[src/sv/v34te_pkg.sv]
// ----------------------------------------------------------------------------
// V.34 4D trellis encoder package
// Shared constants, the trellis kind codes and the subset and pair tables.
// ----------------------------------------------------------------------------
package v34te_pkg;

    // Default coordinate width of one point component.
    localparam int COORD_BITS_DEF = 9;

    // Width of the trellis state register.
    localparam int STATE_BITS = 6;

    // Trellis code selected by the configuration register.
    typedef enum logic [1:0] {
        KIND_16 = 2'd0,
        KIND_32 = 2'd1,
        KIND_64 = 2'd2
    } kind_t;

    typedef logic [2:0] label_t;
    typedef logic [3:0] ybits_t;

    // 2D subset label, indexed by row then column of the quarter-plane cell.
    localparam label_t LABEL_MAP [4][4] = '{
        '{3'd1, 3'd6, 3'd5, 3'd2},
        '{3'd4, 3'd3, 3'd0, 3'd7},
        '{3'd5, 3'd2, 3'd1, 3'd6},
        '{3'd0, 3'd7, 3'd4, 3'd3}
    };

    // Bits y4..y1 for a label pair; columns 4..7 are columns 0..3 with y4 inverted.
    localparam ybits_t PAIR_MAP [4][8] = '{
        '{4'h0, 4'h0, 4'h1, 4'h1, 4'h8, 4'h8, 4'h9, 4'h9},
        '{4'h3, 4'h2, 4'h2, 4'h3, 4'hb, 4'ha, 4'ha, 4'hb},
        '{4'h5, 4'h5, 4'h4, 4'h4, 4'hd, 4'hd, 4'hc, 4'hc},
        '{4'h6, 4'h7, 4'h7, 4'h6, 4'he, 4'hf, 4'hf, 4'he}
    };

    // Subset label of a point from the low three bits of its coordinates.
    function automatic label_t subset_label(input logic [2:0] re_lo,
                                            input logic [2:0] im_lo);
        logic [2:0] col_sum;
        logic [2:0] row_dif;
        col_sum = re_lo + 3'd3;
        row_dif = 3'd3 - im_lo;
        return LABEL_MAP[row_dif[2:1]][col_sum[2:1]];
    endfunction

    // Pair lookup giving y4..y1.
    function automatic ybits_t pair_bits(input label_t l1, input label_t l2);
        return PAIR_MAP[l1[1:0]][l2] ^ {l1[2], 3'b000};
    endfunction

endpackage

[src/sv/v34_four_d_trellis_encoder_top.sv]
// ----------------------------------------------------------------------------
// V.34 4D trellis encoder, top level
// Stream wrapper with input register, datapath, state and result register.
// ----------------------------------------------------------------------------
// Usage:
// One 4D symbol is taken per transfer on the s_ channel and one result leaves
// per transfer on the m_ channel, in the same order. An accepted symbol is
// written to the input register, then passes the datapath into the result
// register, which drives m_tvalid. While the receiver does not stall, a new
// symbol can be taken every cycle: the sustained rate is one symbol per
// clock, set by the single datapath pass between the input and result
// registers, which also updates the trellis state.
// When the receiver stalls, the result register holds its data and the input
// register still takes one more symbol; s_tready drops only when both hold
// data. The user writes the trellis kind over cfg_wr_en / cfg_wr_data only
// while the block is idle; the block does not enforce this. A write of a
// valid kind also clears the trellis state, the unused code is ignored. Reset
// (rst_n low) empties both registers and sets the 16-state code, state cleared.
// ----------------------------------------------------------------------------
module v34_four_d_trellis_encoder_top #(
    parameter int COORD_BITS = v34te_pkg::COORD_BITS_DEF,
    localparam int IN_W   = 4 * COORD_BITS + 4,
    localparam int IN_TW  = ((IN_W + 7) / 8) * 8,
    localparam int OUT_W  = 4 * COORD_BITS + 2,
    localparam int OUT_TW = ((OUT_W + 7) / 8) * 8
) (
    input  logic               clk,
    input  logic               rst_n,
    // Configuration: trellis kind.
    input  logic               cfg_wr_en,
    input  logic [1:0]         cfg_wr_data,
    // Input symbols.
    input  logic               s_tvalid,
    output logic               s_tready,
    // From bit 0: first_re, first_im, second_re, second_im, rotation,
    // extra_turn_bit, differential_bit, zero fill.
    input  logic [IN_TW-1:0]   s_tdata,
    // Results.
    output logic               m_tvalid,
    input  logic               m_tready,
    // From bit 0: out_first_re, out_first_im, out_second_re, out_second_im,
    // coded_bit, valid_points, zero fill.
    output logic [OUT_TW-1:0]  m_tdata
);

    localparam int CB = COORD_BITS;

    logic                                   in_valid_reg;
    logic [IN_W-1:0]                        in_data_reg;
    logic                                   out_valid_reg;
    logic [OUT_W-1:0]                       out_data_reg;
    logic [v34te_pkg::STATE_BITS-1:0]       state_reg;
    logic [v34te_pkg::STATE_BITS-1:0]       state_next;
    v34te_pkg::kind_t                       kind_reg;

    logic                                   out_free;
    logic                                   advance;
    logic                                   in_take;
    logic [OUT_W-1:0]                       result;

    // Handshake: the result register frees when empty or when its transfer
    // completes; the input register moves on whenever the result side is free.
    assign out_free = !out_valid_reg || m_tready;
    assign advance  = in_valid_reg && out_free;
    assign s_tready = !in_valid_reg || out_free;
    assign in_take  = s_tvalid && s_tready;

    // Datapath between the input and result registers.
    v34te_core #(
        .COORD_BITS (COORD_BITS)
    ) u_core (
        .first_re         (in_data_reg[CB-1:0]),
        .first_im         (in_data_reg[2*CB-1:CB]),
        .second_re        (in_data_reg[3*CB-1:2*CB]),
        .second_im        (in_data_reg[4*CB-1:3*CB]),
        .rotation         (in_data_reg[4*CB+1:4*CB]),
        .extra_turn_bit   (in_data_reg[4*CB+2]),
        .differential_bit (in_data_reg[4*CB+3]),
        .kind             (kind_reg),
        .state            (state_reg),
        .out_first_re     (result[CB-1:0]),
        .out_first_im     (result[2*CB-1:CB]),
        .out_second_re    (result[3*CB-1:2*CB]),
        .out_second_im    (result[4*CB-1:3*CB]),
        .coded_bit        (result[4*CB]),
        .valid_points     (result[4*CB+1]),
        .state_next       (state_next)
    );

    // Control registers: stage valids, trellis kind and state.
    always_ff @(posedge clk or negedge rst_n)
    begin
        if (!rst_n)
        begin
            in_valid_reg  <= 1'b0;
            out_valid_reg <= 1'b0;
            kind_reg      <= v34te_pkg::KIND_16;
            state_reg     <= '0;
        end
        else
        begin
            if (in_take)
            begin
                in_valid_reg <= 1'b1;
            end
            else if (advance)
            begin
                in_valid_reg <= 1'b0;
            end

            if (advance)
            begin
                out_valid_reg <= 1'b1;
            end
            else if (m_tready)
            begin
                out_valid_reg <= 1'b0;
            end

            // The user writes configuration only while idle; the block does not enforce it.
            if (cfg_wr_en && (cfg_wr_data <= v34te_pkg::KIND_64))
            begin
                kind_reg  <= v34te_pkg::kind_t'(cfg_wr_data);
                state_reg <= '0;
            end
            else if (advance)
            begin
                state_reg <= state_next;
            end
        end
    end

    // Payload registers.
    always_ff @(posedge clk)
    begin
        if (in_take)
        begin
            in_data_reg <= s_tdata[IN_W-1:0];
        end
        if (advance)
        begin
            out_data_reg <= result;
        end
    end

    assign m_tvalid = out_valid_reg;
    assign m_tdata  = {{(OUT_TW - OUT_W){1'b0}}, out_data_reg};

endmodule

[src/sv/v34te_core.sv]
// ----------------------------------------------------------------------------
// V.34 4D trellis encoder datapath
// Rotates both points, labels them and computes the next trellis state.
// ----------------------------------------------------------------------------
module v34te_core #(
    parameter int COORD_BITS = v34te_pkg::COORD_BITS_DEF
) (
    input  logic signed [COORD_BITS-1:0]            first_re,
    input  logic signed [COORD_BITS-1:0]            first_im,
    input  logic signed [COORD_BITS-1:0]            second_re,
    input  logic signed [COORD_BITS-1:0]            second_im,
    input  logic [1:0]                              rotation,
    input  logic                                    extra_turn_bit,
    input  logic                                    differential_bit,
    input  v34te_pkg::kind_t                        kind,
    input  logic [v34te_pkg::STATE_BITS-1:0]        state,
    output logic signed [COORD_BITS-1:0]            out_first_re,
    output logic signed [COORD_BITS-1:0]            out_first_im,
    output logic signed [COORD_BITS-1:0]            out_second_re,
    output logic signed [COORD_BITS-1:0]            out_second_im,
    output logic                                    coded_bit,
    output logic                                    valid_points,
    output logic [v34te_pkg::STATE_BITS-1:0]        state_next
);

    logic [1:0]                 turns_second;
    logic                       u0;
    v34te_pkg::label_t          label_first;
    v34te_pkg::label_t          label_second;
    v34te_pkg::ybits_t          ybits;
    logic                       y1, y2, y3, y4;
    logic                       d0, d1, d2, d3, d4;
    logic                       mix_a, mix_b;

    // Trellis output bit before this step.
    always_comb
    begin
        unique case (kind)
            v34te_pkg::KIND_16: coded_bit = state[3];
            v34te_pkg::KIND_32: coded_bit = state[4];
            v34te_pkg::KIND_64: coded_bit = state[5];
            default:            coded_bit = 1'b0;
        endcase
    end

    assign u0           = coded_bit ^ differential_bit;
    assign turns_second = rotation + {extra_turn_bit, 1'b0} + {1'b0, u0};

    // Clockwise quarter turns of the first point: (re, im) -> (im, -re).
    always_comb
    begin
        case (rotation)
            2'd1:
            begin
                out_first_re = first_im;
                out_first_im = -first_re;
            end
            2'd2:
            begin
                out_first_re = -first_re;
                out_first_im = -first_im;
            end
            2'd3:
            begin
                out_first_re = -first_im;
                out_first_im = first_re;
            end
            default:
            begin
                out_first_re = first_re;
                out_first_im = first_im;
            end
        endcase
    end

    // Clockwise quarter turns of the second point.
    always_comb
    begin
        case (turns_second)
            2'd1:
            begin
                out_second_re = second_im;
                out_second_im = -second_re;
            end
            2'd2:
            begin
                out_second_re = -second_re;
                out_second_im = -second_im;
            end
            2'd3:
            begin
                out_second_re = -second_im;
                out_second_im = second_re;
            end
            default:
            begin
                out_second_re = second_re;
                out_second_im = second_im;
            end
        endcase
    end

    // Negation keeps parity, so odd outputs mean odd inputs.
    assign valid_points = out_first_re[0] & out_first_im[0]
                        & out_second_re[0] & out_second_im[0];

    // Subset labels and the pair table.
    assign label_first  = v34te_pkg::subset_label(out_first_re[2:0], out_first_im[2:0]);
    assign label_second = v34te_pkg::subset_label(out_second_re[2:0], out_second_im[2:0]);
    assign ybits        = v34te_pkg::pair_bits(label_first, label_second);
    assign {y4, y3, y2, y1} = ybits;

    assign {d4, d3, d2, d1, d0} = state[4:0];
    assign mix_a = d0 ^ d1;
    assign mix_b = d1 ^ y1;

    // Next trellis state; unchanged when a coordinate is even.
    always_comb
    begin
        state_next = state;
        if (valid_points)
        begin
            unique case (kind)
                v34te_pkg::KIND_16:
                    state_next = {2'b00, d2 ^ y1, d1 ^ y2, d0 ^ y2, coded_bit};
                v34te_pkg::KIND_32:
                    state_next = {1'b0, d3 ^ y2, d2 ^ y4, d1 ^ y1, d0 ^ y2, coded_bit};
                v34te_pkg::KIND_64:
                    state_next = {d4 ^ d2 ^ y2, coded_bit, d2, mix_b ^ d2,
                                  mix_a ^ d3 ^ y3 ^ (y2 & d2),
                                  y4 ^ mix_a ^ (d2 & mix_b)};
                default:
                    state_next = state;
            endcase
        end
    end

endmodule

[config.mk]
export PLATFORM = sky130hd
export DESIGN_NAME = v34_four_d_trellis_encoder_top
export DESIGN_NICKNAME = d
export VERILOG_FILES = /design/src/sv/v34te_pkg.sv /design/src/sv/v34_four_d_trellis_encoder_top.sv /design/src/sv/v34te_core.sv
export SDC_FILE = /design/constraint.sdc
export NUM_CORES = 1
export LEC_CHECK = 0
export BUFFER_PORTS_ARGS = -buffer_cell sky130_fd_sc_hd__buf_2
export CORE_AREA = 2 2 132 134
export DETAILED_ROUTE_END_ITERATION = 8
export DIE_AREA = 0 0 134 136
export SLEW_MARGIN = 20
export SYNTH_ARGS = -nofsm -noshare
export SYNTH_HDL_FRONTEND = slang
export SYNTH_HIERARCHICAL = 1
export SYNTH_SLANG_ARGS = --single-unit
[constraint.sdc]
create_clock -name clk -period 4.7 [get_ports clk]
set_input_delay 0.94 -clock clk [delete_from_list [all_inputs] [get_ports clk]]
set_output_delay 0.94 -clock clk [all_outputs]
set_load 0.05 [all_outputs]
==> flow_metrics.py <==
metrics = {
    "route": {
        "met1_length_mm": 4.902,
        "met3_length_um": 586,
        "dr.pass1.iters": 4,
        "drcViolationCount": 0,
        "met2_length_mm": 5.420,
        "maxUsedRoutingLayer": "met4",
        "wl_mm": 11.10,
        "drt_iter0_markers": 235,
        "via_per_inst": 4.690,
        "via_count": 3489,
        "routedWlPerCell_um": 14.91,
        "detail-route-antenna-nets": 0,
    },
    "logic_synthesis": {
        "yosys_warnings": 6,
        "synth_xor_xnor_area_share_pct": 8.642,
        "yosys.area_share.adder_pct": 3.041,
        "ys_types": 54,
        "avgSynthCellArea_um2": 11.54,
        "synth-compound-area-share_pct": 9.883,
        "syn-cell-area_um2": 4937,
        "synth_edf_count": 78,
        "synth_common_cells": "edfxtp_1 (78), nor2_1 (41), nand2_1 (32), xnor2_1 (32), a21oi_1 (30)",
        "synth_top_family_by_area": "simple AND/OR/NAND/NOR gates",
        "muxShareOfSynthArea_pct": 9.681,
        "netlist_instances": 428,
        "synth.ff_latch_count": 88,
        "yosysSeqAreaShare_pct": 52.51,
        "ys.flop_type": "edfxtp_1",
        "synthTopCellsByArea": "edfxtp_1 (47%), xnor2_1 (5.7%), dfrtp_1 (5.1%)",
        "yosysMostFrequentCell": "edfxtp_1",
        "synthArstFlopShare_pct": 11.36,
        "synth_simple_gate_area_share_pct": 12.37,
        "synth_top_cell_by_area": "edfxtp_1",
        "synth.top_cell.area_share_pct": 47.44,
    },
    "timing": {
        "holdWs_ps": 441.8,
        "finalSetupViolCount": 0,
        "drv_slew": 0,
        "rsz0062_at_grt": "no",
        "finalSetupTns_ps": 0,
        "period_needed_ps": 4390,
        "clock.fmax_mhz": 227.8,
        "hold_viol_final": 0,
        "timing.final.ws_setup_ps": 309.6,
        "worst_pin_slew_ps": 995.8,
        "slew_headroom_pct": 33.62,
        "fin_skew_ps": 7.244,
        "period_share_pct": 93.41,
    },
    "hold_path": {
        "hold_path_class": "in -> async",
    },
    "grt": {
        "grt_pass1_vias": 3376,
        "grt_pass1_wl_mm": 17.68,
        "grt_max_degree": 52,
        "antenna_found_initial": 0,
        "overflow": 0,
        "grtUsageTotal_pct": 12.65,
    },
    "power": {
        "p_leak_nw": 2.334,
        "vdd_ir_drop_max_uv": 176.8,
        "p_total_mw": 2.444,
        "powerDensity_nw_per_um2": 409.8,
    },
    "place": {
        "place_congestion": 0.8804,
        "dp.cells": 723,
        "place_area_um2": 5588,
        "numPortBuffers": 86,
        "place_ws_ps": 103.0,
        "hpwl_mm": 7.999,
    },
    "critical_path": {
        "r2r_setup_slack_ps": 310,
        "end_kind": "flip-flop",
        "worstPathCellList": "mux2i_2 -> o21ai_2 -> xor2_1 -> ha_2 -> mux4_2 -> inv_1 -> ha_1 -> xor2_1 -> xnor3_1 -> and3_1 -> or2_2 -> xnor3_1 -> a222oi_1 -> nand3_1 -> a21oi_1",
        "crit_fanout": 7,
        "rr_startpoint": "kind_reg[0]$_DFFE_PN0P_",
        "startpoint_type": "flip-flop",
        "slowest_stage": "mux4_2",
        "cp_top_family": "XOR/XNOR gates",
        "worst_ep_required_time_ps": 4970,
        "critPathMaxStageDelay_ps": 520,
        "crit_buf_inv": 1,
        "path_class": "reg -> reg",
        "reg2reg_depth": 15,
        "r2r-end": "state_reg[0]$_DFFE_PN0P_",
        "cp_num_cells": 15,
        "cp.arrival_ps": 4670,
    },
    "die": {
        "boundaryPins": 89,
        "initial_utilization_pct": 29.26,
        "num_rows": 48,
        "dieHeight_um": 136,
        "die_w_um": 134,
        "core_area_um2": 16880,
        "dieArea_um2": 18220,
    },
    "cells_and_area": {
        "largest_reg_flops": 40,
        "nets": 573,
        "area_delta_synth_final_pct": 20.78,
        "stdcell_count": 744,
        "finalCoreUtilization_pct": 35.34,
        "antenna_cells": 0,
        "drive_above_1_share_pct": 29.09,
        "fin_area_um2": 5963,
    },
    "cts": {
        "hold_buffers": 0,
        "h-tree-depth": 3,
        "clkLatencyLatePin_ps": 350,
        "root_buffer": "clkbuf_16",
        "cts.clk_slew.worst_paths_ps": 70,
        "cts_tree": "built",
        "clkSinkCount": 88,
        "ctsLongestPathBuffers": 2,
        "cts_made_buffers": 9,
    },
    "run": {
        "drv_cap": 0,
    },
    "run_status": {
        "outcome": "finished clean",
    },
}
-- timing repair --
| action | in CTS | in global routing |
|---|---|---|
| buffers inserted | 0 | 4 |
| endpoints found under the setup margin | 0 | 3 |
| gates resized for setup | 0 | 10 |
-- worst reg2reg max path: stages (launching register included) --
cell,delay (ps)
dfrtp_2,440
mux2i_2,270
o21ai_2,90
xor2_1,150
ha_2,410
mux4_2,520
inv_1,70
ha_1,290
xor2_1,210
xnor3_1,450
and3_1,200
or2_2,300
xnor3_1,330
a222oi_1,300
nand3_1,110
a21oi_1,150
-- routing by layer --
layer | up-vias | GRT usage (%)
met5 | - | 0
met4 | 0 | 5.733
met3 | 12 | 2.685
met2 | 86 | 20.71
met1 | 1664 | 16.11
li1 | 1727 | -
-- power breakdown --
group	total, mW	switching, mW	internal, mW
Clock	0.715	0.340	0.375
Sequential	0.994	0.0470	0.947
Combinational	0.735	0.436	0.299
Total	2.44	0.823	1.62
-- how the worst max path moves through the flow --
stage	start	endpoint
final	kind_reg[0]$_DFFE_PN0P_	state_reg[0]$_DFFE_PN0P_
after global routing	kind_reg[0]$_DFFE_PN0P_	state_reg[0]$_DFFE_PN0P_
after CTS	kind_reg[0]$_DFFE_PN0P_	state_reg[0]$_DFFE_PN0P_
after detailed placement	kind_reg[0]$_DFFE_PN0P_	state_reg[0]$_DFFE_PN0P_
after global placement	kind_reg[0]$_DFFE_PN0P_	state_reg[0]$_DFFE_PN0P_
after floorplan	kind_reg[0]$_DFFE_PN0P_	state_reg[0]$_DFFE_PN0P_
-- placed cells by master, fill, tap and decap left out, drive strengths merged, types with 2 or more instances in the layout --
cell and count:
nor2 41, dfrtp 10, xnor2 32, nand3 10, mux4 12, clkinv 3, xor2 9, nand2b 6
mux2i 11, a22oi 2, o21ai 28, nor3b 2, xnor3 3, nand3b 2, conb 2, edfxtp 78
mux2 8, nor3 8, a21oi 30, o31ai 4, inv 23, o221ai 3, buf 96, and2 3
ha 12, clkbuf 9, or2 3, or3 7, a211oi 2, nand2 33, a21o 2, nor2b 6
a31oi 4
-- logic make-up after synthesis --
family / after synthesis
adders and majority gates: 12
DFF: 88
and+or+nand+nor: 127
xor gates and xnor gates: 44
muxes: 31
AOI/OAI and AO/OA: 83
buffers and inverters: 42
other: 1
-- final cells by class --
| type | count | area (um^2) |
|---|---|---|
| clock buffer | 9 | 225.2 |
| sequential | 88 | 2595 |
| fill | 1692 | 10910 |
| clock inverter | 7 | 70.07 |
| multi-input combinational | 299 | 2190 |
| tap | 225 | 281.5 |
| timing repair buffer | 96 | 525.5 |
| inverter | 20 | 76.32 |
Note: power is estimated with default switching activity, not from simulation.
